File: config.mk
export PLATFORM = sky130hd
export DESIGN_NAME = group_tracking_scroll_follower
export DESIGN_NICKNAME = d
export VERILOG_FILES = /design/src/design/gtsf_pkg.sv /design/src/design/group_tracking_scroll_follower.sv
export SDC_FILE = /design/constraint.sdc
export NUM_CORES = 1
export LEC_CHECK = 0
export BUFFER_PORTS_ARGS = -buffer_cell sky130_fd_sc_hd__buf_2
export CORE_ASPECT_RATIO = 0.9
export CORE_MARGIN = 5
export CORE_UTILIZATION = 45
export CTS_CLUSTER_DIAMETER = 100
export CTS_CLUSTER_SIZE = 40
export DETAILED_ROUTE_END_ITERATION = 8
export SYNTH_ARGS = -nofsm -noshare
export SYNTH_HDL_FRONTEND = slang
export SYNTH_SLANG_ARGS = --single-unit
File: constraint.sdc
create_clock -name i_clk -period 9.32 [get_ports i_clk]
set_input_delay 0.466 -clock i_clk [delete_from_list [all_inputs] [get_ports i_clk]]
set_output_delay 0.466 -clock i_clk [all_outputs]
set_load 0.03 [all_outputs]
File: src/design/gtsf_pkg.sv
// Shared types and constants for the group tracking scroll follower.
// No dependencies; imported by the top level.
package gtsf_pkg;

    localparam int POS_W      = 16;
    localparam int SUM_W      = 20;
    localparam int CAM_W      = 19;
    localparam int CNT_W      = 4;
    localparam int IDX_W      = 3;
    localparam int CFG_W      = 12;
    localparam int TILE_W     = 7;
    localparam int MAP_W      = 19;
    localparam int DIST_W     = 17;
    localparam int DIFF_W     = 21;
    localparam int REM_W      = 4;
    localparam int CFG_IDX_W  = 3;
    localparam int DIV_STEPS  = SUM_W;
    localparam int DIV_CNT_W  = $clog2(DIV_STEPS);

    localparam logic [DIST_W-1:0] DROP_X = 17'd350;
    localparam logic [DIST_W-1:0] DROP_Y = 17'd250;
    localparam logic [DIST_W-1:0] JOIN_X = 17'd300;
    localparam logic [DIST_W-1:0] JOIN_Y = 17'd200;

    localparam logic [MAP_W-1:0]  MAP_MAX = 19'd262143;

    localparam logic signed [DIFF_W-1:0] STEP_POS = 21'sd8;
    localparam logic signed [DIFF_W-1:0] STEP_NEG = -21'sd8;
    localparam logic signed [4:0]        STEP_MAX = 5'sd8;
    localparam logic signed [4:0]        STEP_MIN = -5'sd8;

    localparam logic [CFG_W-1:0]  RST_SCREEN_W = 12'd320;
    localparam logic [CFG_W-1:0]  RST_SCREEN_H = 12'd240;
    localparam logic [CFG_W-1:0]  RST_MAP_W    = 12'd20;
    localparam logic [CFG_W-1:0]  RST_MAP_H    = 12'd15;
    localparam logic [TILE_W-1:0] RST_TILE     = 7'd16;

    typedef enum logic [5:0] {
        S_IDLE  = 6'b000001,
        S_DIV   = 6'b000010,
        S_MAP   = 6'b000100,
        S_STEP  = 6'b001000,
        S_CLAMP = 6'b010000,
        S_DONE  = 6'b100000
    } t_state;

    typedef enum logic [CFG_IDX_W-1:0] {
        CFG_SCREEN_W     = 3'd0,
        CFG_SCREEN_H     = 3'd1,
        CFG_MAP_W        = 3'd2,
        CFG_MAP_H        = 3'd3,
        CFG_TILE         = 3'd4,
        CFG_TRACK_SINGLE = 3'd5
    } t_cfg_idx;

endpackage

File: src/design/group_tracking_scroll_follower.sv
// Scroll-offset follower top level: avatar group tracking, averaging and camera follow.
// Depends on gtsf_pkg.
//
// Avatar samples (func 0) are taken one per cycle and update the tracked set, sums and
// count in the cycle they are accepted. A frame item (func 1) runs a small sequencer:
// in group mode with at least one tracked avatar the average goes through one shared
// restoring divider, one quotient bit per cycle, x then y; then each axis passes in three
// steps through one shared follow unit (map size, step, clamp), and the S_DONE state
// loads the result register once the output side is free. The input side stalls while a
// frame item is in work; avatar samples are still taken while a finished result waits
// to be read.
module group_tracking_scroll_follower #(
    parameter int MAX_AVATARS = 8
) (
    input  logic                             i_clk,
    input  logic                             i_rst_n,
    input  logic                             i_cfg_we,
    input  logic [gtsf_pkg::CFG_IDX_W-1:0]   i_cfg_index,
    input  logic [gtsf_pkg::CFG_W-1:0]       i_cfg_data,
    input  logic                             i_in_valid,
    output logic                             o_in_stall,
    input  logic                             i_func,
    input  logic [gtsf_pkg::IDX_W-1:0]       i_avatar_index,
    input  logic signed [gtsf_pkg::POS_W-1:0] i_pos_x,
    input  logic signed [gtsf_pkg::POS_W-1:0] i_pos_y,
    output logic                             o_out_valid,
    input  logic                             i_out_stall,
    output logic signed [gtsf_pkg::CAM_W-1:0] o_shift_x,
    output logic signed [gtsf_pkg::CAM_W-1:0] o_shift_y,
    output logic [gtsf_pkg::CNT_W-1:0]       o_tracked_count
);
    import gtsf_pkg::*;

    localparam int IDX_SPAN = 2 ** IDX_W;
    localparam int SLOTS    = (MAX_AVATARS < IDX_SPAN) ? MAX_AVATARS : IDX_SPAN;

    t_state r_state;

    logic [CFG_W-1:0]  r_screen_w, r_screen_h, r_map_w, r_map_h;
    logic [TILE_W-1:0] r_tile;
    logic              r_single;

    logic signed [POS_W-1:0] r_ref_x, r_ref_y;
    logic [SLOTS-1:0]        r_tracked, r_seen;
    logic signed [SUM_W-1:0] r_sum_x, r_sum_y;
    logic [CNT_W-1:0]        r_count;
    logic signed [CAM_W-1:0] r_cam_x, r_cam_y;

    logic                    r_axis;
    logic [SUM_W-1:0]        r_quo;
    logic [REM_W-1:0]        r_rem;
    logic [DIV_CNT_W-1:0]    r_bit;
    logic                    r_neg;
    logic signed [POS_W-1:0] r_pt_x, r_pt_y;
    logic [CNT_W-1:0]        r_frame_cnt;
    logic [MAP_W-1:0]        r_map;
    logic signed [DIFF_W-1:0] r_diff;
    logic signed [SUM_W-1:0] r_cand, r_hi;

    logic                    r_out_valid;
    logic signed [CAM_W-1:0] r_shift_x, r_shift_y;
    logic [CNT_W-1:0]        r_out_cnt;

    logic                    in_acc, out_free;
    logic [SLOTS-1:0]        sel;
    logic                    in_range, cur_t, seen_hit, n_t;
    logic signed [DIST_W-1:0] dx_s, dy_s;
    logic [DIST_W-1:0]       dx, dy;
    logic [SUM_W-1:0]        abs_sum_x, abs_sum_y;
    logic [REM_W:0]          div_t;
    logic                    div_ge;
    logic [REM_W:0]          div_sub;
    logic [SUM_W-1:0]        quo_next;
    logic [POS_W-1:0]        pt_div;
    logic [CFG_W-1:0]        ax_screen, ax_tiles;
    logic signed [CAM_W-1:0] ax_cam;
    logic signed [POS_W-1:0] ax_pt;
    logic [MAP_W-1:0]        map_prod, map_sat;
    logic signed [17:0]      target;
    logic signed [DIFF_W-1:0] diff_calc;
    logic signed [4:0]       step_cl;
    logic signed [SUM_W-1:0] hi_mag, small_cam;
    logic signed [CAM_W-1:0] cam_new;

    assign o_in_stall      = (r_state != S_IDLE);
    assign in_acc          = i_in_valid && (r_state == S_IDLE);
    assign out_free        = !r_out_valid || !i_out_stall;
    assign o_out_valid     = r_out_valid;
    assign o_shift_x       = r_shift_x;
    assign o_shift_y       = r_shift_y;
    assign o_tracked_count = r_out_cnt;

    always_comb begin
        for (int j = 0; j < SLOTS; j++) begin
            sel[j] = (i_avatar_index == IDX_W'(j));
        end
    end

    assign in_range = (32'(i_avatar_index) < MAX_AVATARS);
    assign cur_t    = |(sel & r_tracked);
    assign seen_hit = |(sel & r_seen);

    assign dx_s = {r_ref_x[POS_W-1], r_ref_x} - {i_pos_x[POS_W-1], i_pos_x};
    assign dy_s = {r_ref_y[POS_W-1], r_ref_y} - {i_pos_y[POS_W-1], i_pos_y};
    assign dx   = dx_s[DIST_W-1] ? DIST_W'(-dx_s) : DIST_W'(dx_s);
    assign dy   = dy_s[DIST_W-1] ? DIST_W'(-dy_s) : DIST_W'(dy_s);
    assign n_t  = cur_t ? !(dx > DROP_X || dy > DROP_Y) : (dx < JOIN_X && dy < JOIN_Y);

    assign abs_sum_x = r_sum_x[SUM_W-1] ? SUM_W'(-r_sum_x) : SUM_W'(r_sum_x);
    assign abs_sum_y = r_sum_y[SUM_W-1] ? SUM_W'(-r_sum_y) : SUM_W'(r_sum_y);

    assign div_t    = {r_rem, r_quo[SUM_W-1]};
    assign div_ge   = (div_t >= {1'b0, r_count});
    assign div_sub  = div_t - {1'b0, r_count};
    assign quo_next = {r_quo[SUM_W-2:0], div_ge};
    assign pt_div   = r_neg ? POS_W'(-quo_next) : quo_next[POS_W-1:0];

    assign ax_screen = r_axis ? r_screen_h : r_screen_w;
    assign ax_tiles  = r_axis ? r_map_h : r_map_w;
    assign ax_cam    = r_axis ? r_cam_y : r_cam_x;
    assign ax_pt     = r_axis ? r_pt_y : r_pt_x;

    assign map_prod  = {7'd0, ax_tiles} * {12'd0, r_tile};
    assign map_sat   = map_prod[MAP_W-1] ? MAP_MAX : map_prod;
    assign target    = {{2{ax_pt[POS_W-1]}}, ax_pt} - {7'd0, ax_screen[CFG_W-1:1]};
    assign diff_calc = {{2{ax_cam[CAM_W-1]}}, ax_cam} - {{3{target[17]}}, target};

    always_comb begin
        if (r_diff > STEP_POS) begin
            step_cl = STEP_MAX;
        end else if (r_diff < STEP_NEG) begin
            step_cl = STEP_MIN;
        end else begin
            step_cl = r_diff[4:0];
        end
    end

    assign hi_mag    = -r_hi;
    assign small_cam = -(hi_mag >>> 1);

    always_comb begin
        if (r_hi[SUM_W-1]) begin
            cam_new = small_cam[CAM_W-1:0];
        end else if (r_cand > r_hi) begin
            cam_new = r_hi[CAM_W-1:0];
        end else if (r_cand[SUM_W-1]) begin
            cam_new = '0;
        end else begin
            cam_new = r_cand[CAM_W-1:0];
        end
    end

    always_ff @(posedge i_clk) begin
        if (!i_rst_n) begin
            r_state     <= S_IDLE;
            r_screen_w  <= RST_SCREEN_W;
            r_screen_h  <= RST_SCREEN_H;
            r_map_w     <= RST_MAP_W;
            r_map_h     <= RST_MAP_H;
            r_tile      <= RST_TILE;
            r_single    <= 1'b0;
            r_ref_x     <= '0;
            r_ref_y     <= '0;
            r_tracked   <= '0;
            r_seen      <= '0;
            r_sum_x     <= '0;
            r_sum_y     <= '0;
            r_count     <= '0;
            r_cam_x     <= '0;
            r_cam_y     <= '0;
            r_out_valid <= 1'b0;
        end else begin
            if (i_cfg_we) begin
                unique case (t_cfg_idx'(i_cfg_index))
                    CFG_SCREEN_W:     r_screen_w <= i_cfg_data;
                    CFG_SCREEN_H:     r_screen_h <= i_cfg_data;
                    CFG_MAP_W:        r_map_w    <= i_cfg_data;
                    CFG_MAP_H:        r_map_h    <= i_cfg_data;
                    CFG_TILE:         r_tile     <= i_cfg_data[TILE_W-1:0];
                    CFG_TRACK_SINGLE: r_single   <= i_cfg_data[0];
                    default: ;
                endcase
            end

            if (r_state == S_DONE && out_free) begin
                r_out_valid <= 1'b1;
            end else if (r_out_valid && !i_out_stall) begin
                r_out_valid <= 1'b0;
            end

            unique case (r_state)
                S_IDLE: begin
                    if (in_acc && !i_func && in_range) begin
                        if (i_avatar_index == '0) begin
                            r_ref_x      <= i_pos_x;
                            r_ref_y      <= i_pos_y;
                            r_tracked[0] <= 1'b1;
                            r_sum_x      <= SUM_W'(i_pos_x);
                            r_sum_y      <= SUM_W'(i_pos_y);
                            r_count      <= CNT_W'(1);
                            r_seen       <= SLOTS'(1);
                        end else if (!seen_hit) begin
                            r_seen    <= r_seen | sel;
                            r_tracked <= n_t ? (r_tracked | sel) : (r_tracked & ~sel);
                            if (n_t) begin
                                r_sum_x <= r_sum_x + SUM_W'(i_pos_x);
                                r_sum_y <= r_sum_y + SUM_W'(i_pos_y);
                                r_count <= r_count + CNT_W'(1);
                            end
                        end
                    end else if (in_acc && i_func) begin
                        if (r_single || r_count == '0) begin
                            r_state <= S_MAP;
                        end else begin
                            r_state <= S_DIV;
                        end
                    end
                end
                S_DIV: begin
                    if (r_bit == DIV_CNT_W'(DIV_STEPS - 1) && r_axis) begin
                        r_state <= S_MAP;
                    end
                end
                S_MAP:   r_state <= S_STEP;
                S_STEP:  r_state <= S_CLAMP;
                S_CLAMP: begin
                    if (r_axis) begin
                        r_cam_y <= cam_new;
                        r_state <= S_DONE;
                    end else begin
                        r_cam_x <= cam_new;
                        r_state <= S_MAP;
                    end
                end
                S_DONE: begin
                    if (out_free) begin
                        r_sum_x     <= '0;
                        r_sum_y     <= '0;
                        r_count     <= '0;
                        r_seen      <= '0;
                        r_state     <= S_IDLE;
                    end
                end
                default: r_state <= S_IDLE;
            endcase
        end
    end

    always_ff @(posedge i_clk) begin
        unique case (r_state)
            S_IDLE: begin
                r_axis <= 1'b0;
                r_rem  <= '0;
                r_bit  <= '0;
                r_quo  <= abs_sum_x;
                r_neg  <= r_sum_x[SUM_W-1];
                if (r_single) begin
                    r_pt_x      <= i_pos_x;
                    r_pt_y      <= i_pos_y;
                    r_frame_cnt <= '0;
                end else begin
                    r_pt_x      <= '0;
                    r_pt_y      <= '0;
                    r_frame_cnt <= r_count;
                end
            end
            S_DIV: begin
                if (r_bit == DIV_CNT_W'(DIV_STEPS - 1)) begin
                    r_bit <= '0;
                    r_rem <= '0;
                    if (r_axis) begin
                        r_pt_y <= pt_div;
                        r_axis <= 1'b0;
                    end else begin
                        r_pt_x <= pt_div;
                        r_quo  <= abs_sum_y;
                        r_neg  <= r_sum_y[SUM_W-1];
                        r_axis <= 1'b1;
                    end
                end else begin
                    r_rem <= div_ge ? div_sub[REM_W-1:0] : div_t[REM_W-1:0];
                    r_quo <= quo_next;
                    r_bit <= r_bit + DIV_CNT_W'(1);
                end
            end
            S_MAP: begin
                r_map  <= map_sat;
                r_diff <= diff_calc;
            end
            S_STEP: begin
                r_cand <= {ax_cam[CAM_W-1], ax_cam} - {{15{step_cl[4]}}, step_cl};
                r_hi   <= {1'b0, r_map} - {8'd0, ax_screen};
            end
            S_CLAMP: begin
                r_axis <= !r_axis;
            end
            S_DONE: begin
                if (out_free) begin
                    r_shift_x <= -r_cam_x;
                    r_shift_y <= -r_cam_y;
                    r_out_cnt <= r_frame_cnt;
                end
            end
            default: ;
        endcase
    end

    a_count_vs_seen: assert property (@(posedge i_clk) disable iff (!i_rst_n)
        r_count <= CNT_W'($countones(r_seen)))
        else $error("tracked count exceeds slots seen this frame");

    a_result_from_done: assert property (@(posedge i_clk) disable iff (!i_rst_n)
        $rose(r_out_valid) |-> $past(r_state == S_DONE))
        else $error("result loaded outside the final sequencer step");

    a_frame_clears: assert property (@(posedge i_clk) disable iff (!i_rst_n)
        (r_state == S_DONE && out_free) |=> (r_count == '0 && r_seen == '0))
        else $error("frame accumulation not cleared after a frame item");

    a_div_range: assert property (@(posedge i_clk) disable iff (!i_rst_n)
        (r_state == S_DIV) |-> (r_bit < DIV_CNT_W'(DIV_STEPS) && r_count != '0))
        else $error("divider step out of range or zero divisor");

endmodule

### Yosys cells after proc, flatten, opt, wreduce, memory -nomap -nowiden

Cells that the tools add are included.

| storage, ports and cells | value |
|---|---|
| register bits after elaboration | 382 |
| input port bits | 56 |
| output and inout bits | 44 |
| word-level logic and storage cells | 218 |

| cells by class | value |
|---|---|
| add/sub/neg operators | 20 |
| $mul | 1 |
| magnitude comparators | 8 |
| eq/ne operators | 32 |
| muxes and demuxes | 71 |
| bitwise gates (word level) | 9 |
| reduce and logical (&&, ||, !) cells | 43 |

Operator list:

| operator | number |
|---|---|
| $mux W20 | 13 |
| $mux W16 | 8 |
| $pmux W20 S2 | 3 |
| $mux W19 | 4 |
| $pmux W16 S2 | 2 |
| $neg A20 Y20 | 3 |
| $neg A19 Y19 | 3 |
| $add A20 B16 Y20 | 2 |
| $mux W8 | 5 |
| $pmux W6 S6 | 1 |
| $mux W17 | 2 |
| $neg A17 Y17 | 2 |
| $sub A16 B16 Y17 | 2 |
| $mux W6 | 5 |
| $mux W4 | 7 |
| $and A8 B8 Y8 | 3 |
| $mux W12 | 2 |
| $reduce_and A2 Y1 | 11 |
| $gt A21 B5 Y1 const B | 1 |
| $lt A21 B4 Y1 const B | 1 |
| $gt A20 B20 Y1 | 1 |
| $sub A19 B12 Y20 | 1 |
| $sub A19 B17 Y20 | 1 |
| $sub A19 B5 Y20 | 1 |
| 47 further kinds | 100 |

### Longest topological paths before layout

Gate-level depths: netlist (run 1).

| depth | value |
|---|---|
| depth in word-level cells | 12 |
| mapped depth | 25 |
| depth with buffers taken out | 23 |

### Worst setup path after synthesis (run 1)

No wires, ideal clock.

| timing | value |
|---|---|
| path kind | flip-flop to flip-flop |
| from | reg r_axis |
| to | reg r_map[10] (data pin) |
| data arrival time | 5763 ps |
| path slack | 3289 ps |
| cell stages (with the launch flop) | 22 |
| path buffers | 2 |
| period minus slack after synthesis | 6031 ps |
| cell sequence | edfxtp_1 > clkbuf_1 > mux2_2 > and2_1 > fa_1 > inv_1 > fa_1 > fa_1 > inv_1 > fa_1 > ha_1 > a21oi_1 > o21bai_1 > a21o_1 > a21oi_1 > nor2b_1 > o41ai_1 > o2111ai_1 > a21oi_1 > xnor2_1 > clkbuf_1 > nand2_1 |

| between the ends | value |
|---|---|
| longest elaborated chain between the ends | 2 |

Ends and longest elaborated chain:

| what | line | source |
|---|---|---|
| start: declaration | group_tracking_scroll_follower.sv:49 | `logic r_axis;` |
| start signal: assignment | group_tracking_scroll_follower.sv:295 | `r_axis <= !r_axis;` |
| $mux W12 | group_tracking_scroll_follower.sv:119 | `assign ax_tiles = r_axis ? r_map_h : r_map_w;` |
| $mul A12 B7 Y19 | group_tracking_scroll_follower.sv:123 | `assign map_prod = {7'd0, ax_tiles} * {12'd0, r_tile};` |
| end signal: assignment | group_tracking_scroll_follower.sv:287 | `r_map <= map_sat;` |
| end: declaration | group_tracking_scroll_follower.sv:56 | `logic [MAP_W-1:0] r_map;` |

Every way passes these cells.
A chain may end at the register's enable or synchronous reset.

### Worst setup path in the final report (run 1)

| timing | value |
|---|---|
| from | reg r_axis |
| to | reg r_map[13] (data pin) |

Same word-level chain as after synthesis.

==> results of run 1 <==
worst max-delay path: cells and delay by family (launching register included):
family	cells	cell delay [ns]
AND/OR/NAND/NOR	3	0.34
buffers and inverters	3	0.32
multiplexers	1	0.45
adder cells (fa/ha/maj)	5	2.38
AO/OA/AOI/OAI	7	1.60
flip-flops	1	0.64
XOR/XNOR	1	0.13
final cells by class:
| class | count | area [µm²] | area share [%] |
|---|---|---|---|
| inverter | 252 | 947 | 3.18 |
| multi-input combinational | 2480 | 17000 | 56.9 |
| timing repair buffer | 122 | 668 | 2.24 |
| tap | 792 | 991 | 3.32 |
| clock buffer | 21 | 483 | 1.62 |
| clock inverter | 12 | 275 | 0.923 |
| sequential | 380 | 9480 | 31.8 |
| antenna | 1 | 2.50 | 0.00839 |
per-layer routing:
| layer | routed length, µm | part of all wire, % | track usage, % | up-vias |
|---|---|---|---|---|
| li1 | - | - | - | 11509 |
| met1 | 36900 | 49 | 32.1 | 11220 |
| met2 | 33200 | 44 | 34.8 | 547 |
| met3 | 3940 | 5.2 | 3.10 | 75 |
| met4 | 1720 | 2.3 | 4.74 | 4 |
| met5 | 19 | 0.025 | 0 | - |
worst max-delay path by stage:
stage	start	endpoint	slack, ns
after floorplan	r_axis$_DFFE_PP_	r_map[10]$_SDFFCE_PP1P_	3.29
after global placement	r_axis$_DFFE_PP_	r_map[1]$_SDFFCE_PP1P_	3.34
after detailed placement	r_axis$_DFFE_PP_	r_map[13]$_SDFFCE_PP1P_	3.19
after CTS	r_axis$_DFFE_PP_	r_map[13]$_SDFFCE_PP1P_	3.14
after global routing	r_axis$_DFFE_PP_	r_map[13]$_SDFFCE_PP1P_	2.72
final	r_axis$_DFFE_PP_	r_map[13]$_SDFFCE_PP1P_	3.19
flip-flops by register name, summed over array words and instances, names as in the netlist, 12 cells and up, named ones only:
name	count
r_sum_y	20
r_cam_x	19
r_screen_w	12
r_diff	20
r_screen_h	12
r_ref_y	16
r_map	18
r_quo	20
o_shift_x	19
r_ref_x	16
r_hi	20
r_pt_x	16
r_map_w	12
r_cam_y	19
r_sum_x	20
o_shift_y	19
r_cand	20
r_pt_y	16
r_map_h	12
where the power goes:
group / total (mW) / switching (mW) / internal (mW)
clock: 1.13 / 0.687 / 0.443
combinational: 1.43 / 0.892 / 0.537
sequential: 2.12 / 0.109 / 2.01
layout by cell type, fill, tap and decap left out, drive strengths merged, types with 35 or more instances in the layout:
cell	instances
nand3	97
edfxtp	187
nor2b	38
xnor2	144
o22ai	45
o21ai	146
nand4	35
nand2	419
inv	255
nor3	65
a211oi	41
ha	202
a21o	68
dfxtp	193
fa	67
buf	122
mux2i	55
a21oi	237
nor2	277
and2	44
xor2	57
cell families (layout without fill, tap and decap cells):
group	count (synthesis)	count (layout)	share of synthesized area, %
AND/OR/NAND/NOR	1152	1152	19.4
adder cells (fa/ha/maj)	269	269	13.9
other	0	1	0
buffers and inverters	382	407	5.24
AO/OA/AOI/OAI	768	768	17.6
multiplexers	89	89	3.44
flip-flops	380	380	34.0
XOR/XNOR	202	202	6.42
per-stage QoR:
stage | area, µm² | std cells
global placement | 29000 | 4026
global route | 29800 | 4060
detailed placement | 29000 | 4026
CTS | 29800 | 4059
floorplan | 27900 | 3242
finish | 29800 | 4060
==> results.json, run 1 <==
{
  "fin_crit_sh_pct": 65.7,
  "hold_viol": 0,
  "status": "completed",
  "syn_avg_cell_area_um2": 8.60,
  "nFillCells": 5846,
  "dieWidth_um": 272,
  "gp_congestion": 0.906,
  "syn_to_final_growth_pct": 6.90,
  "post-synth-top-area-fraction_pct": 20.1,
  "rrSetupSlack_ns": 3.19,
  "synth_cell_types": 94,
  "cts_resized": 0,
  "ir_drop_mv": 0.176,
  "seq_area_frac_synth_pct": 34.0,
  "cts_root_buffer": "clkbuf_16",
  "power_density_nw_per_um2": 157,
  "finalMaxSlewViolations": 0,
  "hold-path-endpoint": "r_screen_h[8]$_SDFFE_PN0P_",
  "hold_class": "in2reg",
  "path_clk_slew_ns": 0.14,
  "critPathMaxStageDelay_ns": 0.64,
  "wire_per_inst_um": 18.7,
  "reg2reg_from": "r_axis$_DFFE_PP_",
  "htreeDepth": 1,
  "drtIter0Drc": 1515,
  "cts.sinks": 380,
  "ctsHoldBuffers": 0,
  "vias": 23355,
  "path_max_fanout": 18,
  "grt_pass1_wl_mm": 120,
  "critical_path_arrival_ns": 6.46,
  "crit_required_ns": 9.65,
  "post-cts-setup-buffers": 0,
  "ys_async_sr_fraction_pct": 0,
  "path_class": "reg2reg",
  "initial_utilization_pct": 45.5,
  "tns_ns": 0,
  "ys_ff_latch": 380,
  "crit_path_end_kind": "register",
  "first_pass_iters": 5,
  "grt_pass1_vias": 22059,
  "drive_gt1_share_pct": 6.89,
  "holdPathStages": 3,
  "drc_errors": 0,
  "numCtsBuffers": 19,
  "netlist_instances": 3242,
  "p_leak_nw": 12.6,
  "grt_overflow": 0,
  "rsz0062_at_grt": "false",
  "fin_util_pct": 48.6,
  "hold_ws_ns": 0.139,
  "skew_ns": 0.0473,
  "synth_nets": 3567,
  "yosysMostFrequentCell": "nand2_1",
  "hp-start": "i_cfg_data[8]",
  "synth_flop_cell": "dfxtp_1",
  "synth_top_area_cell": "edfxtp_1",
  "clock_latency_ns": 0.59,
  "die_area_um2": 67100,
  "setup_ws_ns": 3.19,
  "synthTopCellsByCount": "nand2_1, nor2_1, inv_1, a21oi_1, ha_1",
  "wl_mm": 75.7,
  "pre_cts_ws_ns": 3.19,
  "worst_slew_pin_slew_ns": 1.11,
  "synthesis.area_um2": 27900,
  "slew_headroom_pct": 25.4,
  "dp_hpwl_mm": 58.1,
  "cts_tree": "built",
  "cts_buffer_depth": 3,
  "grt_max_degree": 84,
  "synth_edf_count": 187,
  "synthTopCellsByArea": "edfxtp_1, dfxtp_1, ha_1",
  "core_um2": 61300,
  "synth.yosys.warnings": 0,
  "layout_min_cycle_time_ns": 6.13,
  "r2r-end": "r_map[13]$_SDFFCE_PP1P_",
  "crit_path_cell_trace": "mux2_2, and2_1, fa_1, inv_1, fa_1, fa_1, inv_1, fa_1, ha_1, a21oi_1, o21bai_1, a21o_1, a21oi_1, nor2b_1, o41ai_1, o2111ai_1, a21oi_1, xnor2_1, buf_4, nand2_1",
  "ff2ff_path_depth": 20,
  "grt_use_total_pct": 21.9,
  "max_freq_ghz": 0.163,
  "cpMostUsedCell": "fa_1",
  "ios": 100,
  "cp_slowest_cell": "edfxtp_1",
  "die_height_um": 246,
  "drtAntennaViolNets": 0,
  "drv_cap": 0,
  "nets": 3580,
  "setup_viol": 0,
  "num_rows": 86,
  "startpoint_type": "register",
  "power.total_mw": 4.68,
  "grt_antenna_before_repair": 3,
  "viasPerCell": 5.75,
  "portBuffers": 99
}
Power figures use the tool's default switching activity.
==> run 2, diff against run 1 <==
Clock period 9.32 ns to 5.33 ns, I/O delays scaled along.
==> run 2 against run 1 <==
The run now ends with setup timing left. Clock skew is 0.0078 ns higher. Cell count increased by 2.2%. Largest power group unchanged. Flip-flop and latch count stayed put. Utilization rose by 1.9 points. Power is 81% higher. Register-to-register slack worse by 3.3 ns. Wire length is 2.1% higher. Die area did not move. Cell area rose by 3.8%.
==> results.json, run 2 (synthesized netlist as in run 1, its figures left out) <==
{
  "place_area_um2": 29600,
  "grt_antenna_before_repair": 4,
  "critPathMaxStageDelay_ns": 0.53,
  "slew_headroom_pct": 27.7,
  "first_pass_iters": 6,
  "grt_use_total_pct": 22.1,
  "grt_pass1_vias": 22313,
  "critical_path_arrival_ns": 5.76,
  "fin_util_pct": 50.5,
  "dp_hpwl_mm": 59.2,
  "num_rows": 86,
  "drive_gt1_share_pct": 9.89,
  "vias": 23873,
  "crit_path_end_kind": "register",
  "power_density_nw_per_um2": 274,
  "wire_per_inst_um": 18.6,
  "path_clk_slew_ns": 0.14,
  "ff_latch_area_um2": 9480,
  "hold_class": "in2reg",
  "numCtsBuffers": 20,
  "drv_cap": 0,
  "max_freq_ghz": 0.185,
  "crit_required_ns": 5.68,
  "status": "complete, but fails checks",
  "grt_pass1_wl_mm": 122,
  "grt_overflow": 0,
  "drtAntennaViolNets": 0,
  "finalMaxSlewViolations": 0,
  "hold_ws_ns": 0.0350,
  "initial_utilization_pct": 45.5,
  "cts_root_buffer": "clkbuf_16",
  "power.total_mw": 8.47,
  "most-common-layout-cells": "nand2_1, nor2_1, inv_1, a21oi_1, ha_1",
  "core_um2": 61300,
  "design_area_um2": 30900,
  "ios": 100,
  "die_area_um2": 67100,
  "hold_viol": 0,
  "nFillCells": 5764,
  "syn_to_final_growth_pct": 11.0,
  "htreeDepth": 1,
  "wl_mm": 77.3,
  "final_common_cell": "nand2_1",
  "fin_cells": 4149,
  "setup_ws_ns": -0.0730,
  "gp_congestion": 0.895,
  "setup_viol": 18,
  "cts.sinks": 380,
  "cp_slowest_cell": "fa_1",
  "worst_slew_pin_slew_ns": 1.08,
  "grt_max_degree": 84,
  "pre_cts_ws_ns": -0.0512,
  "fin_crit_sh_pct": 101,
  "portBuffers": 99,
  "path_class": "reg2reg",
  "path_max_fanout": 9,
  "clock_latency_ns": 0.59,
  "multiInputGateArea_um2": 17200,
  "cts_tree": "built",
  "p_leak_nw": 13.1,
  "cpMostUsedCell": "fa_1",
  "dieWidth_um": 272,
  "violations": "setup timing",
  "rsz0062_at_grt": "true",
  "drtIter0Drc": 1790,
  "dp_cells": 4088,
  "ir_drop_mv": 0.252,
  "layout_min_cycle_time_ns": 5.40,
  "cts_buffer_depth": 3,
  "crit_path_cell_trace": "buf_6, mux2_4, and2_4, fa_1, inv_1, fa_1, fa_1, inv_1, fa_1, ha_4, a21oi_4, o21bai_1, a21o_1, a21oi_2, nor2b_2, o41ai_2, o2111ai_1, a21oi_2, xnor2_4, clkbuf_16, nand2b_1",
  "skew_ns": 0.0552,
  "die_height_um": 246,
  "tns_ns": -0.990,
  "viasPerCell": 5.75,
  "startpoint_type": "register",
  "drc_errors": 0,
  "nets": 3667
}
-- run 2: changes by cell type in the layout (fill, tap and decap cells not counted), sizes merged --
cell	change
clkbuf	+3
inv	-1
clkinv	+3
dlygate4sd3	+16
buf	+68
-- run 2: worst paths after layout --
kind,from,endpoint,slack [ns],depth (start not counted)
worst max-delay path,r_axis$_DFFE_PP_,r_map[2]$_SDFFCE_PP1P_,-0.07,21
worst min-delay path,i_pos_x[12],r_ref_x[12]$_SDFFE_PN0P_,0.04,3
worst max register to register,r_axis$_DFFE_PP_,r_map[2]$_SDFFCE_PP1P_,-0.07,21
worst min register to register,r_frame_cnt[2]$_SDFFCE_PP0P_,o_tracked_count[2]$_DFFE_PP_,0.44,0
-- run 2: area by class of cell --
cell class                      instances  share of cell area, %
Clock buffer                           22                   1.71
Sequential cell                       380                   30.6
Clock inverter                         14                   1.08
Inverter                              252                   3.06
Tap cell                              792                   3.20
Antenna cell                            1                0.00809
Multi-Input combinational cell       2480                   55.6
Timing Repair Buffer                  208                   4.67
-- run 2: critical path, delay by kind of cell, from the launching register on --
kind | cells | cell delay (ns)
simple gates | 3 | 0.26
flops | 1 | 0.43
fa+ha+maj | 5 | 2.22
mux | 1 | 0.34
compound gates | 7 | 1.24
buf+inv | 4 | 0.48
xor+xnor | 1 | 0.20
-- run 2: timing repair --
item / in CTS / in global routing
pin swaps: 2 / 7
gates resized for setup: 2 / 40
hold endpoints to repair: 53 / 0
setup endpoints to repair: 19 / 25
setup buffers: 1 / 5
cloned: 0 / 2
hold buffers: 16 / 0
-- run 2: layer usage --
layer / wire [µm] / up-vias / global-route usage, %
met5: 28 / - / 0
met4: 2160 / 6 / 5.56
met3: 4560 / 107 / 2.63
met2: 33000 / 672 / 33.8
met1: 37500 / 11421 / 33.4
li1: - / 11667 / -
-- run 2: power by group --
part           internal [mW]  leakage, nW  switching [mW]
Combinational           1.08         9.32            1.59
Clock                  0.854        0.397            1.26
Sequential              3.51         3.41           0.180
Total                   5.44         13.1            3.03
==> run 3, diff against run 2 <==
Settings changed: TNS_END_PERCENT set to 50.
Clock period 5.33 ns to 7 ns, I/O delays scaled along.
==> run 3 against run 2 <==
Clock skew up 0.0090 ns. The flow now finishes without violations. Largest power group unchanged. Setup slack improved by 0.97 ns. Highest routed layer unchanged. First-iteration DRC count fell by 2.5%.
==> results.json, run 3 (synthesized netlist as in run 1, its figures left out) <==
{
  "status": "completed",
  "drc_errors": 0,
  "portBuffers": 99,
  "grt_pass1_vias": 22025,
  "fin_cells": 4072,
  "rsz0062_at_grt": "false",
  "most-common-layout-cells": "nand2_1, nor2_1, inv_1, a21oi_1, ha_1",
  "final_common_cell": "nand2_1",
  "hold_class": "in2reg",
  "path_max_fanout": 18,
  "hold_ws_ns": 0.0382,
  "viasPerCell": 5.74,
  "grt_overflow": 0,
  "path_class": "reg2reg",
  "cts_root_buffer": "clkbuf_16",
  "worst_slew_pin_slew_ns": 1.17,
  "vias": 23389,
  "slew_headroom_pct": 22.2,
  "wl_mm": 76.2,
  "dp_cells": 4030,
  "die_area_um2": 67100,
  "nets": 3590,
  "power_density_nw_per_um2": 212,
  "grt_use_total_pct": 21.9,
  "critical_path_arrival_ns": 6.46,
  "dieWidth_um": 272,
  "drv_cap": 0,
  "layout_min_cycle_time_ns": 6.11,
  "place_area_um2": 29100,
  "design_area_um2": 30000,
  "clock_latency_ns": 0.60,
  "p_leak_nw": 12.7,
  "num_rows": 86,
  "ios": 100,
  "skew_ns": 0.0642,
  "startpoint_type": "register",
  "drive_gt1_share_pct": 7.11,
  "die_height_um": 246,
  "drtAntennaViolNets": 0,
  "ff_latch_area_um2": 9480,
  "dp_hpwl_mm": 58.3,
  "htreeDepth": 1,
  "gp_congestion": 0.925,
  "drtIter0Drc": 1746,
  "grt_max_degree": 84,
  "first_pass_iters": 7,
  "post-cts-setup-buffers": 0,
  "cts.sinks": 380,
  "fin_crit_sh_pct": 87.3,
  "cts_tree": "built",
  "numCtsBuffers": 21,
  "crit_path_end_kind": "register",
  "grt_pass1_wl_mm": 120,
  "cts_buffer_depth": 3,
  "initial_utilization_pct": 45.5,
  "crit_required_ns": 7.36,
  "grt_antenna_before_repair": 5,
  "setup_viol": 0,
  "path_clk_slew_ns": 0.14,
  "wire_per_inst_um": 18.7,
  "multiInputGateArea_um2": 17000,
  "core_um2": 61300,
  "finalMaxSlewViolations": 0,
  "nFillCells": 5866,
  "syn_to_final_growth_pct": 7.57,
  "hold_viol": 0,
  "max_freq_ghz": 0.164,
  "tns_ns": 0,
  "ir_drop_mv": 0.232
}
run 3: critical path: stages (launching register included):
cell and delay (ns):
edfxtp_1 0.64, mux2_2 0.45, and2_1 0.19, fa_1 0.54, inv_1 0.06, fa_1 0.50, fa_1 0.54, inv_1 0.05
fa_1 0.47, ha_1 0.32, a21oi_1 0.21, o21bai_1 0.09, a21o_1 0.20, a21oi_1 0.15, nor2b_1 0.07, o41ai_1 0.51
o2111ai_1 0.19, a21oi_1 0.21, xnor2_1 0.15, buf_4 0.23, nand2_1 0.08
run 3: path summary, 6_finish.rpt:
| check | from | cells past startpoint | slack (ns) | end |
|---|---|---|---|---|
| hold reg to reg | r_frame_cnt[0]$_SDFFCE_PP0P_ | 0 | 0.44 | o_tracked_count[0]$_DFFE_PP_ |
| setup / recovery | r_axis$_DFFE_PP_ | 20 | 0.89 | r_map[14]$_SDFFCE_PP1P_ |
| hold / removal | i_cfg_data[11] | 3 | 0.04 | r_map_h[11]$_SDFFE_PN0P_ |
| setup reg to reg | r_axis$_DFFE_PP_ | 20 | 0.89 | r_map[14]$_SDFFCE_PP1P_ |
run 3: layout make-up:
class,instances,share of cell area [%]
Antenna cell,1,0.00834
Clock buffer,22,1.76
Clock inverter,15,1.16
Inverter,252,3.16
Multi-Input combinational cell,2480,56.5
Sequential cell,380,31.6
Tap cell,792,3.30
Timing Repair Buffer,130,2.46
run 3: per-stage QoR:
stage          total power [mW]  setup WS [ns]  utilization, %
6_report                   6.36          0.892            48.9
5_1_grt                    6.72          0.518            48.9
4_1_cts                    6.40          0.851            48.9
3_5_place_dp               4.76          0.902            47.4
3_3_place_gp               4.71           1.03            47.4
2_1_floorplan              4.22          0.969               -
run 3: what timing repair did:
| item | in CTS | in global routing |
|---|---|---|
| setup endpoints to repair | 0 | 0 |
| endpoints found under the hold margin | 14 | 0 |
| hold buffers | 4 | 0 |
| gates resized for setup | 0 | 0 |
run 3: metal layers:
| layer | GRT usage [%] | part of all wire, % | up-vias |
|---|---|---|---|
| met1 | 32.5 | 49 | 11172 |
| met3 | 2.46 | 5.4 | 99 |
| met5 | 0 | 0.035 | - |
| met4 | 5.04 | 2.4 | 4 |
| met2 | 34.3 | 43 | 608 |
| li1 | - | - | 11506 |
run 3: power breakdown:
part | internal, mW | switching [mW]
registers | 2.67 | 0.142
logic | 0.718 | 1.20
clock network | 0.653 | 0.973
